$ cat src/sv/sha_pkg.sv
`timescale 1ns / 1ps
`default_nettype none

package sha_pkg;

    localparam int BLOCK_BYTES = 64;
    localparam int HASH_WORDS  = 8;
    localparam int ROUNDS      = 64;

    localparam logic [7:0] PAD_MARK = 8'h80;
    localparam logic [7:0] PAD_ZERO = 8'h00;

    // Control for one byte cell of the block chain
    typedef struct packed {
        logic shift_byte;   // take the byte from the next cell (message load)
        logic shift_word;   // take the byte four cells up (schedule advance)
    } sha_bctl_t;

    // Control for one working-variable / hash cell
    typedef struct packed {
        logic load;         // copy hash word into working variable
        logic step;         // take the neighbor's value for one round
        logic add;          // fold working variable into hash word
        logic init;         // restart hash word from the initial value
    } sha_vctl_t;

    localparam logic [31:0] INIT_HASH [0:HASH_WORDS-1] = '{
        32'h6a09e667, 32'hbb67ae85, 32'h3c6ef372, 32'ha54ff53a,
        32'h510e527f, 32'h9b05688c, 32'h1f83d9ab, 32'h5be0cd19
    };

    localparam logic [31:0] ROUND_K [0:ROUNDS-1] = '{
        32'h428a2f98, 32'h71374491, 32'hb5c0fbcf, 32'he9b5dba5,
        32'h3956c25b, 32'h59f111f1, 32'h923f82a4, 32'hab1c5ed5,
        32'hd807aa98, 32'h12835b01, 32'h243185be, 32'h550c7dc3,
        32'h72be5d74, 32'h80deb1fe, 32'h9bdc06a7, 32'hc19bf174,
        32'he49b69c1, 32'hefbe4786, 32'h0fc19dc6, 32'h240ca1cc,
        32'h2de92c6f, 32'h4a7484aa, 32'h5cb0a9dc, 32'h76f988da,
        32'h983e5152, 32'ha831c66d, 32'hb00327c8, 32'hbf597fc7,
        32'hc6e00bf3, 32'hd5a79147, 32'h06ca6351, 32'h14292967,
        32'h27b70a85, 32'h2e1b2138, 32'h4d2c6dfc, 32'h53380d13,
        32'h650a7354, 32'h766a0abb, 32'h81c2c92e, 32'h92722c85,
        32'ha2bfe8a1, 32'ha81a664b, 32'hc24b8b70, 32'hc76c51a3,
        32'hd192e819, 32'hd6990624, 32'hf40e3585, 32'h106aa070,
        32'h19a4c116, 32'h1e376c08, 32'h2748774c, 32'h34b0bcb5,
        32'h391c0cb3, 32'h4ed8aa4a, 32'h5b9cca4f, 32'h682e6ff3,
        32'h748f82ee, 32'h78a5636f, 32'h84c87814, 32'h8cc70208,
        32'h90befffa, 32'ha4506ceb, 32'hbef9a3f7, 32'hc67178f2
    };

    function automatic logic [31:0] big_sigma0(input logic [31:0] x);
        return {x[1:0], x[31:2]} ^ {x[12:0], x[31:13]} ^ {x[21:0], x[31:22]};
    endfunction

    function automatic logic [31:0] big_sigma1(input logic [31:0] x);
        return {x[5:0], x[31:6]} ^ {x[10:0], x[31:11]} ^ {x[24:0], x[31:25]};
    endfunction

    function automatic logic [31:0] small_sigma0(input logic [31:0] x);
        return {x[6:0], x[31:7]} ^ {x[17:0], x[31:18]} ^ {3'b000, x[31:3]};
    endfunction

    function automatic logic [31:0] small_sigma1(input logic [31:0] x);
        return {x[16:0], x[31:17]} ^ {x[18:0], x[31:19]} ^ {10'b0, x[31:10]};
    endfunction

endpackage

`default_nettype wire

$ cat src/sv/sha_byte_cell.sv
`timescale 1ns / 1ps
`default_nettype none

module sha_byte_cell (
    input  wire logic              clk,
    input  wire sha_pkg::sha_bctl_t ctl,
    input  wire logic [7:0]        next_byte,
    input  wire logic [7:0]        word_byte,
    output logic [7:0]             cell_byte
);
    import sha_pkg::*;

    logic [7:0] byte_reg;

    // Shift by one byte on load, by one word on a schedule round, else hold
    always_ff @(posedge clk)
    begin
        if (ctl.shift_byte)
        begin
            byte_reg <= next_byte;
        end
        else if (ctl.shift_word)
        begin
            byte_reg <= word_byte;
        end
    end

    assign cell_byte = byte_reg;

endmodule

`default_nettype wire

$ cat src/sv/sha_state_cell.sv
`timescale 1ns / 1ps
`default_nettype none

module sha_state_cell (
    input  wire logic               clk,
    input  wire logic               rst_n,
    input  wire sha_pkg::sha_vctl_t ctl,
    input  wire logic [31:0]        init_word,
    input  wire logic [31:0]        round_in,
    output logic [31:0]             work_word,
    output logic [31:0]             hash_word
);
    import sha_pkg::*;

    logic [31:0] hash_reg;
    logic [31:0] work_reg;

    // Hash word: restart from the initial value, or accumulate after a block
    always_ff @(posedge clk or negedge rst_n)
    begin
        if (!rst_n)
        begin
            hash_reg <= init_word;
        end
        else if (ctl.init)
        begin
            hash_reg <= init_word;
        end
        else if (ctl.add)
        begin
            hash_reg <= hash_reg + work_reg;
        end
    end

    // Working variable: load at block start, advance from the neighbor each round
    always_ff @(posedge clk)
    begin
        if (ctl.load)
        begin
            work_reg <= hash_reg;
        end
        else if (ctl.step)
        begin
            work_reg <= round_in;
        end
    end

    assign work_word = work_reg;
    assign hash_word = hash_reg;

endmodule

`default_nettype wire

$ cat src/sv/sha256_stream_hasher.sv
`timescale 1ns / 1ps
`default_nettype none

// SHA-256 stream hasher. Message bytes enter one per transaction (byte_valid
// marks a real byte, last_byte closes the message; a last transaction with no
// byte is allowed, so an empty message works). The block buffer is a chain of
// 64 byte cells that also serves as the 16-word message schedule window, and
// the working variables are a chain of 8 word cells. While a block fills, one
// transaction is taken per cycle; after the transaction that completes a
// block, input is stalled while the cell chains run the 64 rounds and the
// result is folded into the hash words. Closing a message appends 9 to 72
// padding bytes, one per cycle from the current fill position, hashed in
// one or two block compressions. The digest then comes out as eight
// transactions, word 0 first, at one per cycle unless stalled; input stays
// stalled until the eighth word is taken, after which the hash restarts
// from the initial values.
module sha256_stream_hasher (
    input  wire logic        clk,
    input  wire logic        rst_n,
    input  wire logic        in_valid,
    output logic             in_stall,
    input  wire logic [7:0]  data_byte,
    input  wire logic        byte_valid,
    input  wire logic        last_byte,
    output logic             out_valid,
    input  wire logic        out_stall,
    output logic [31:0]      digest_word,
    output logic [2:0]       word_index,
    output logic             last_word
);
    import sha_pkg::*;

    localparam logic [2:0] ST_LOAD  = 3'd0;
    localparam logic [2:0] ST_PAD   = 3'd1;
    localparam logic [2:0] ST_ROUND = 3'd2;
    localparam logic [2:0] ST_FINAL = 3'd3;
    localparam logic [2:0] ST_OUT   = 3'd4;

    localparam logic [5:0] LAST_POS   = 6'(BLOCK_BYTES - 1);
    localparam logic [5:0] LEN_POS    = 6'(BLOCK_BYTES - 8);
    localparam logic [5:0] LAST_ROUND = 6'(ROUNDS - 1);
    localparam logic [2:0] LAST_IDX   = 3'(HASH_WORDS - 1);

    logic [2:0]  state_reg,     state_next;
    logic [5:0]  byte_cnt_reg,  byte_cnt_next;
    logic [60:0] count_reg,     count_next;
    logic [5:0]  rnd_reg,       rnd_next;
    logic [2:0]  idx_reg,       idx_next;
    logic        pend_last_reg, pend_last_next;
    logic        sent80_reg,    sent80_next;
    logic        len_act_reg,   len_act_next;
    logic        final_reg,     final_next;
    logic [63:0] len_sh_reg,    len_sh_next;

    logic        in_acc;
    logic        out_acc;
    logic        pad_len;
    logic [7:0]  pad_byte;
    logic        app;
    logic [7:0]  app_byte;
    logic        wrap;

    sha_bctl_t   bctl;
    sha_vctl_t   vctl;

    logic [7:0]  cell_q [0:BLOCK_BYTES-1];
    logic [31:0] work_q [0:HASH_WORDS-1];
    logic [31:0] hash_q [0:HASH_WORDS-1];

    logic [31:0] w0, w1, w9, w14;
    logic [31:0] new_w;
    logic [31:0] t1, t2;
    logic [31:0] new_a, new_e;

    // Handshake
    assign in_stall  = (state_reg != ST_LOAD);
    assign in_acc    = in_valid && (state_reg == ST_LOAD);
    assign out_valid = (state_reg == ST_OUT);
    assign out_acc   = out_valid && !out_stall;

    // Padding byte: marker, zeros, then the big-endian bit length
    assign pad_len  = sent80_reg && (len_act_reg || (byte_cnt_reg == LEN_POS));
    assign pad_byte = !sent80_reg ? PAD_MARK : (pad_len ? len_sh_reg[63:56] : PAD_ZERO);

    // Byte append into the block chain
    assign app      = (in_acc && byte_valid) || (state_reg == ST_PAD);
    assign app_byte = (state_reg == ST_PAD) ? pad_byte : data_byte;
    assign wrap     = app && (byte_cnt_reg == LAST_POS);

    assign bctl.shift_byte = app;
    assign bctl.shift_word = (state_reg == ST_ROUND);

    assign vctl.load = wrap;
    assign vctl.step = (state_reg == ST_ROUND);
    assign vctl.add  = (state_reg == ST_FINAL);
    assign vctl.init = out_acc && (idx_reg == LAST_IDX);

    // Schedule window taps and the next schedule word
    assign w0  = {cell_q[0],  cell_q[1],  cell_q[2],  cell_q[3]};
    assign w1  = {cell_q[4],  cell_q[5],  cell_q[6],  cell_q[7]};
    assign w9  = {cell_q[36], cell_q[37], cell_q[38], cell_q[39]};
    assign w14 = {cell_q[56], cell_q[57], cell_q[58], cell_q[59]};
    assign new_w = w0 + small_sigma0(w1) + w9 + small_sigma1(w14);

    // Round function feeding the head cells of the two halves
    assign t1 = work_q[7] + big_sigma1(work_q[4])
              + ((work_q[4] & work_q[5]) ^ (~work_q[4] & work_q[6]))
              + ROUND_K[rnd_reg] + w0;
    assign t2 = big_sigma0(work_q[0])
              + ((work_q[0] & work_q[1]) ^ (work_q[0] & work_q[2]) ^ (work_q[1] & work_q[2]));
    assign new_a = t1 + t2;
    assign new_e = work_q[3] + t1;

    // Block chain of byte cells
    for (genvar i = 0; i < BLOCK_BYTES; i++)
    begin : g_byte
        logic [7:0] nb;
        logic [7:0] wb;
        if (i == BLOCK_BYTES - 1)
        begin : g_tail
            assign nb = app_byte;
        end
        else
        begin : g_mid
            assign nb = cell_q[i+1];
        end
        if (i >= BLOCK_BYTES - 4)
        begin : g_new
            assign wb = new_w[8*(BLOCK_BYTES-1-i) +: 8];
        end
        else
        begin : g_shift
            assign wb = cell_q[i+4];
        end
        sha_byte_cell u_cell (
            .clk       (clk),
            .ctl       (bctl),
            .next_byte (nb),
            .word_byte (wb),
            .cell_byte (cell_q[i])
        );
    end

    // Working-variable chain of word cells
    for (genvar j = 0; j < HASH_WORDS; j++)
    begin : g_state
        logic [31:0] rin;
        if (j == 0)
        begin : g_a
            assign rin = new_a;
        end
        else if (j == 4)
        begin : g_e
            assign rin = new_e;
        end
        else
        begin : g_pass
            assign rin = work_q[j-1];
        end
        sha_state_cell u_cell (
            .clk       (clk),
            .rst_n     (rst_n),
            .ctl       (vctl),
            .init_word (INIT_HASH[j]),
            .round_in  (rin),
            .work_word (work_q[j]),
            .hash_word (hash_q[j])
        );
    end

    // Sequencer next state
    always_comb
    begin
        state_next     = state_reg;
        byte_cnt_next  = byte_cnt_reg;
        count_next     = count_reg;
        rnd_next       = rnd_reg;
        idx_next       = idx_reg;
        pend_last_next = pend_last_reg;
        sent80_next    = sent80_reg;
        len_act_next   = len_act_reg;
        final_next     = final_reg;
        len_sh_next    = len_sh_reg;

        if (app)
        begin
            byte_cnt_next = byte_cnt_reg + 6'd1;
        end

        unique case (state_reg)
            ST_LOAD:
            begin
                if (in_acc)
                begin
                    if (byte_valid)
                    begin
                        count_next = count_reg + 61'd1;
                    end
                    if (wrap)
                    begin
                        state_next     = ST_ROUND;
                        rnd_next       = '0;
                        pend_last_next = last_byte;
                    end
                    else if (last_byte)
                    begin
                        state_next = ST_PAD;
                    end
                end
            end
            ST_PAD:
            begin
                pend_last_next = 1'b0;
                if (!sent80_reg)
                begin
                    sent80_next = 1'b1;
                    len_sh_next = {count_reg, 3'b000};
                end
                else if (pad_len)
                begin
                    len_act_next = 1'b1;
                    len_sh_next  = {len_sh_reg[55:0], 8'h00};
                end
                if (wrap)
                begin
                    state_next = ST_ROUND;
                    rnd_next   = '0;
                    final_next = pad_len;
                end
            end
            ST_ROUND:
            begin
                rnd_next = rnd_reg + 6'd1;
                if (rnd_reg == LAST_ROUND)
                begin
                    state_next = ST_FINAL;
                end
            end
            ST_FINAL:
            begin
                if (final_reg)
                begin
                    state_next = ST_OUT;
                    idx_next   = '0;
                end
                else if (pend_last_reg || sent80_reg)
                begin
                    state_next = ST_PAD;
                end
                else
                begin
                    state_next = ST_LOAD;
                end
            end
            ST_OUT:
            begin
                if (out_acc)
                begin
                    idx_next = idx_reg + 3'd1;
                    if (idx_reg == LAST_IDX)
                    begin
                        state_next   = ST_LOAD;
                        count_next   = '0;
                        sent80_next  = 1'b0;
                        len_act_next = 1'b0;
                        final_next   = 1'b0;
                    end
                end
            end
            default:
            begin
                state_next = ST_LOAD;
            end
        endcase
    end

    // Sequencer registers
    always_ff @(posedge clk or negedge rst_n)
    begin
        if (!rst_n)
        begin
            state_reg     <= ST_LOAD;
            byte_cnt_reg  <= '0;
            count_reg     <= '0;
            rnd_reg       <= '0;
            idx_reg       <= '0;
            pend_last_reg <= 1'b0;
            sent80_reg    <= 1'b0;
            len_act_reg   <= 1'b0;
            final_reg     <= 1'b0;
        end
        else
        begin
            state_reg     <= state_next;
            byte_cnt_reg  <= byte_cnt_next;
            count_reg     <= count_next;
            rnd_reg       <= rnd_next;
            idx_reg       <= idx_next;
            pend_last_reg <= pend_last_next;
            sent80_reg    <= sent80_next;
            len_act_reg   <= len_act_next;
            final_reg     <= final_next;
        end
    end

    // Hold the bit length for the closing bytes
    always_ff @(posedge clk)
    begin
        len_sh_reg <= len_sh_next;
    end

    // Digest word output
    assign digest_word = hash_q[idx_reg];
    assign word_index  = idx_reg;
    assign last_word   = (idx_reg == LAST_IDX);

endmodule

`default_nettype wire
$ cat config.mk
export PLATFORM = sky130hd
export DESIGN_NAME = sha256_stream_hasher
export DESIGN_NICKNAME = d
export VERILOG_FILES = /design/src/sv/sha_pkg.sv /design/src/sv/sha_byte_cell.sv /design/src/sv/sha_state_cell.sv /design/src/sv/sha256_stream_hasher.sv
export SDC_FILE = /design/constraint.sdc
export NUM_CORES = 2
export LEC_CHECK = 0
export BUFFER_PORTS_ARGS = -buffer_cell sky130_fd_sc_hd__buf_2
export CAP_MARGIN = 20
export CORE_AREA = 2 2 324 455
export DETAILED_ROUTE_END_ITERATION = 10
export DIE_AREA = 0 0 326 457
export PLACE_DENSITY = 0.78
export SETUP_SLACK_MARGIN = 0.4
export SLEW_MARGIN = 40
export SYNTH_ARGS = -nofsm -noshare
export SYNTH_HDL_FRONTEND = slang
export SYNTH_SLANG_ARGS = --single-unit
$ cat constraint.sdc
create_clock -name clk -period 13.1 [get_ports clk]
set_clock_uncertainty 0.1 [all_clocks]
set_input_delay 0.655 -clock clk [delete_from_list [all_inputs] [get_ports clk]]
set_output_delay 0.655 -clock clk [all_outputs]
set_load 0.05 [all_outputs]
# [Yosys cells after proc, flatten, opt, wreduce, memory -nomap -nowiden]
# Memories as Yosys holds them, arrays and structs flattened.
# Cells that the tools add are included.
[op_classes] eq_ne=20 magnitude_cmp=2 n_addsub=22 muxes=202 bitwise_logic=19 n_reduce_logical=29
[op_table] operator="$mux 32" n=36
[op_table] operator="$mux 8" n=131
[op_table] operator="$add 32x32->32" n=18
[op_table] operator="$xor 32x32->32" n=9
[op_table] operator="$mux 61" n=4
[op_table] operator="$and 32x32->32" n=5
[op_table] operator="$mux 64" n=2
[op_table] operator="$pmux 61 s2" n=1
[op_table] operator="$bmux 32 s3" n=1
[op_table] operator="$add 61x1->61 const B" n=1
[op_table] operator="$not 32->32" n=1
[op_table] operator="$xor 32x22->32" n=1
[op_table] operator="$xor 32x29->32" n=1
[op_table] operator="$mux 3" n=10
[op_table] operator="$eq 6x6->1 const B" n=3
[op_table] operator="$pmux 6 s3" n=1
[op_table] operator="$pmux 3 s5" n=1
[op_table] operator="$ne 2x2->1 const B" n=7
[op_table] operator="$reduce_bool 2->1" n=7
[op_table] operator="$add 6x1->6 const B" n=2
[op_table] operator="$mux 6" n=2
[op_table] operator="$reduce_and 5->1" n=2
[op_table] operator="$reduce_and 3->1" n=3
[op_table] operator="$mux 1" n=8
[op_table] operator="20 further kinds" n=37
[totals] rom_bits=2048 word_cells=385 mem_count=1 regBits=1168
[mem_list] name="(no name shown)" words=64 width=32 rd=1 rd_clocked_by_memory_dff=0 write_ports=0 line_no="sha256_stream_hasher.sv:108" rtl="+ ROUND_K[rnd_reg] + w0;"

# [Logic depth before layout (Yosys ltp)]
[logic_depth] word_depth=9 depth_mapped=41 mapped_depth_nobuf=39

# [Least setup slack after synthesis]
# No wires, ideal clock.
[synth_timing] path_kind="input-to-reg" from="in byte_valid" to="reg g_byte[0].u_cell.byte_reg[0], enable pin" path_buffers=3 required_ns=9.370 stages=6 path_slack_ns=-0.555 t_arrival_ns=9.925 path_cell_list="a21oi_1 nand2b_1 clkbuf_1 clkbuf_1 buf_1 nand2_1"
[synth_between] elab_chain_len=3
[synth_rtl] element="start, declared" line_no="sha256_stream_hasher.sv:23" rtl="input wire logic byte_valid,"
[synth_rtl] element="$logic_and 1x1->1" line_no="sha256_stream_hasher.sv:86" rtl="assign app = (in_acc && byte_valid) || (state_reg == ST_PAD);"
[synth_rtl] element="$logic_or 1x1->1" line_no="sha256_stream_hasher.sv:86"
[synth_rtl] element="$reduce_bool 2->1 (no source line)"
[synth_rtl] element="end signal, assigned" line_no="sha_byte_cell.sv:20" rtl="byte_reg <= next_byte;"
[synth_rtl] element="end signal, assigned" line_no="sha_byte_cell.sv:24" rtl="byte_reg <= word_byte;"
[synth_rtl] element="end, declared" line_no="sha_byte_cell.sv:13" rtl="logic [7:0] byte_reg;"
# No other way between the ends.
# A chain may end at the register's enable or synchronous reset.

# [Worst setup path after layout]
[layout_timing] from="reg rnd_reg[0]" to="reg g_state[0].u_cell.work_reg[29], data pin"
[layout_between] elab_chain_len=9
[layout_rtl] element="start, declared" line_no="sha256_stream_hasher.sv:47" rtl="logic [5:0] rnd_reg, rnd_next;"
[layout_rtl] element="start signal, assigned" line_no="sha256_stream_hasher.sv:297" rtl="rnd_reg <= rnd_next;"
[layout_rtl] element="$not 6->7 (implied by the code)" line_no="sha256_stream_hasher.sv:108"
[layout_rtl] element="$mem_v2 64x32"
[layout_rtl] element="$mux 32 (implied by the code) (2 in series)" line_no="sha256_stream_hasher.sv:108"
[layout_rtl] element="$add 32x32->32 (2 in series)" line_no="sha256_stream_hasher.sv:108"
[layout_rtl] element="$add 32x32->32" line_no="sha256_stream_hasher.sv:111" rtl="assign new_a = t1 + t2;"
[layout_rtl] element="$mux 32" line_no="sha_state_cell.sv:42" rtl="else if (ctl.step)"
[layout_rtl] element="$mux 32" line_no="sha_state_cell.sv:38" rtl="if (ctl.load)"
[layout_rtl] element="end signal, assigned" line_no="sha_state_cell.sv:40" rtl="work_reg <= hash_reg;"
[layout_rtl] element="end signal, assigned" line_no="sha_state_cell.sv:44" rtl="work_reg <= round_in;"
[layout_rtl] element="end, declared" line_no="sha_state_cell.sv:16" rtl="logic [31:0] work_reg;"
# No other way between the ends. The select of a mux whose other input is x is not followed.

==> summary.txt <==
Run status
  – Status: finished clean

STA
  – Final cycle utilization of the critical path: between 70 and 80%
  – Fin. Hold Viols: 0
  – Slew Limit Fails: 0
  – Fmax: 98.4 MHz
  – Relative slew slack: a little over a quarter
  – Minimum clock period: ~10 ns
  – # setup viols final: 0
  – RSZ-0062 raised after global routing: no
  – Setup TNS: 0 ns
  – Slew @ Worst Pin: ~1.1 ns

CTS
  – Max clock buf depth: 3
  – TritonCTS sink count: 1168
  – Reg clk slew, reported paths: around 0.07 ns
  – CTS root buf: clkbuf_16
  – CTS buffer count: around 120
  – Post-CTS Hold Fix Bufs: 2
  – Post-CTS Setup Bufs: 0
  – Worst-skew pair later-pin latency: roughly 0.8 ns
  – CTS H-Tree Depth: 3
  – Post_cts resized: 0
  – TritonCTS clock tree: yes

Setup path
  – Crit path kind: flip-flop to flip-flop
  – R2R setup slack: between 2 and 3 ns
  – Slowest stage delay, CP: 0.70 ns
  – Reg-to-reg startpoint: rnd_reg[0]
  – Setup crit end kind: flip-flop
  – Worst R2R Path Depth: 33
  – Arrival @ worst endpoint: about 11 ns
  – Slowest cell on crit path: dfrtp_1
  – RR Endpoint: g_state[0].u_cell.work_word[29]
  – CP startpoint kind: flip-flop
  – Required @ worst endpoint: approximately 14 ns
  – Critical path peak fanout: 16

Cells and area
  – Commonest cells after routing, fill and taps aside: nand2_1 (2377), edfxtp_1 (829), a21oi_1 (478), o21ai_0 (478), ha_1 (398)
  – Finished Layout Cells: 10.2k
  – Max reg flops: ~500
  – P&R area growth vs syn: 7.64%
  – Most common cell after layout, fill and taps aside: nand2_1
  – Share of layout cells above drive strength 1: 8.57%
  – Final #Nets: 8766
  – # fillers: ~12k

Floorplanning
  – Starting Density: between 50 and 60%
  – Die height: 457 um
  – IO Count: 52
  – Core ar.: between 0.1 and 0.15 mm^2
  – Die Wd: 326 um
  – Die Footprint: 0.149 mm^2
  – Row cnt: around 170

GRT
  – Vias in the first global route: 61.5k
  – First-pass GRT wire length: between 300 and 400 mm
  – GRT Overall Usage: between 30% and 40%
  – Largest net degree at the start of global routing: between 150 and 200
  – Gr ovfl total: 0
  – Initial antenna violation count: 6

Synthesis
  – YS warnings: 0
  – Mapped Cells: roughly 8.4k
  – Ys flop type: edfxtp_1
  – Ys async rst share: 29.0%
  – Netlist Area Pre-Place: between 0.07 and 0.08 mm^2
  – Top cells by area, synth: edfxtp_1 (32%), nand2_1 (11%), dfrtp_1 (6.5%), ha_1 (6.4%), fa_1 (5.0%)
  – Synthesized Nets: approximately 9k
  – Distinct cells, synth: just under 100
  – Number of flops mapped to enable cells by yosys: 829
  – Yosys top cell by area: edfxtp_1
  – Avg Cell Area, Syn: slightly above 9 um^2
  – Register area share after synthesis: approximately 43%
  – Yosys top cell area share: between 30% and 40%
  – #FFs+latches synth: 1168

Min path
  – HP Start: data_byte[1]
  – Hold worst-path end: g_byte[63].u_cell.cell_byte[1]
  – Hold path cells: 3
  – Hold WC Path Type: input pin to flip-flop

Route
  – Antenna-violating nets left: 0
  – DRC viols: 0
  – Final wirelength: 247 mm
  – Vias/cell: between 6 and 7
  – Initial drt markers: 5388
  – DR WL/cell: 24.3 um
  – Via count: 61.4k
  – DR pass1 iterations: 8

Place
  – Placed cells: roughly 10k
  – Gpl congestion: approximately 1
  – IO buf count: 51
  – Dpl hpwl: ~180 mm

Flow run
  – # Max-Cap Violations: 0
-- worst max-delay path by stage --
stage	cells after the start	slack [ns]	to	startpoint
6_report	33	2.93	g_state[0].u_cell.work_word[29]	rnd_reg[0]
5_1_grt	33	2.44	g_state[0].u_cell.work_word[29]	rnd_reg[0]
4_1_cts	33	3.05	g_state[0].u_cell.work_word[29]	rnd_reg[0]
3_5_place_dp	33	3.06	g_state[0].u_cell.work_word[29]	rnd_reg[0]
3_3_place_gp	33	3.17	g_state[0].u_cell.work_word[29]	rnd_reg[0]
2_1_floorplan	36	4.47	g_state[0].u_cell.work_word[28]	rnd_reg[1]
-- Yosys cell counts, drive strengths merged (18+ instances only) --
library cell and number:
clkbuf 415, and3 40, o211ai 27, a31oi 50, edfxtp 829, a21o 202, nand3 149, dfstp 136
mux2 108, mux4 73, xnor2 380, fa 195, mux2i 20, inv 349, dfrtp 203, o21ai 488
o21bai 40, a211o 18, a21oi 479, nand2b 75, buf 37, nor2 391, xor2 245, ha 398
o31ai 32, nor2b 54, nand2 2381, nor3 114, or3 30, a211oi 32, o21a 53, nand4 37
-- area by class of cell --
type / count / area, um^2 / area share, %
clock inverters: 83 / 953 / 1.14
inverters: 349 / 1320 / 1.58
clock buffers: 141 / 3060 / 3.65
flip-flops and latches: 1168 / 33600 / 40.1
multi-input cells: 6392 / 41400 / 49.4
repair buffers: 130 / 1080 / 1.29
well taps: 1932 / 2420 / 2.88
diodes: 1 / 2.50 / 0.00299
-- logic make-up after synthesis --
group / Yosys count / synth area share [%]
AO/OA/AOI/OAI: 1596 / 12.6
buffers and inverters: 801 / 3.86
multiplexers: 201 / 3.94
AND/OR/NAND/NOR: 3374 / 18.0
XOR/XNOR: 625 / 7.03
adder cells (fa/ha/maj): 596 / 11.5
flip-flops: 1168 / 43.1
-- worst max-delay path: cells and delay by family (launching register included) --
kind	cells	cell delay [ns]
and+or+nand+nor	3	0.68
adders and majority gates	8	3.61
AOI/OAI and AO/OA	14	3.20
DFF	1	0.70
buffers and inverters	5	0.64
muxes	1	0.59
xor gates and xnor gates	2	0.36
-- per-layer routing --
| layer | wire length [um] | vias to the layer above | track usage, % | share of wire (%) |
|---|---|---|---|---|
| li1 | - | 28331 | - | - |
| met1 | 87300 | 29923 | 36.5 | 35 |
| met2 | 123000 | 2370 | 57.1 | 50 |
| met5 | 25 | - | 0 | 0.010 |
| met4 | 22600 | 4 | 25.4 | 9.1 |
| met3 | 14300 | 810 | 4.13 | 5.8 |
-- metrics by stage --
step	hold WS [ns]	setup WS [ns]	instance area [um^2]	utilization, %
global placement	0.352	3.17	79500	54.7
CTS	0.137	3.05	83700	57.6
detailed placement	0.377	3.06	79700	54.9
global route	0.177	2.44	83800	57.7
floorplan	0.259	4.47	77800	-
finish	0.176	2.93	83800	57.7
Power is not shown: default switching activity piles up to over one toggle a cycle in this logic, so the estimate is an artifact.
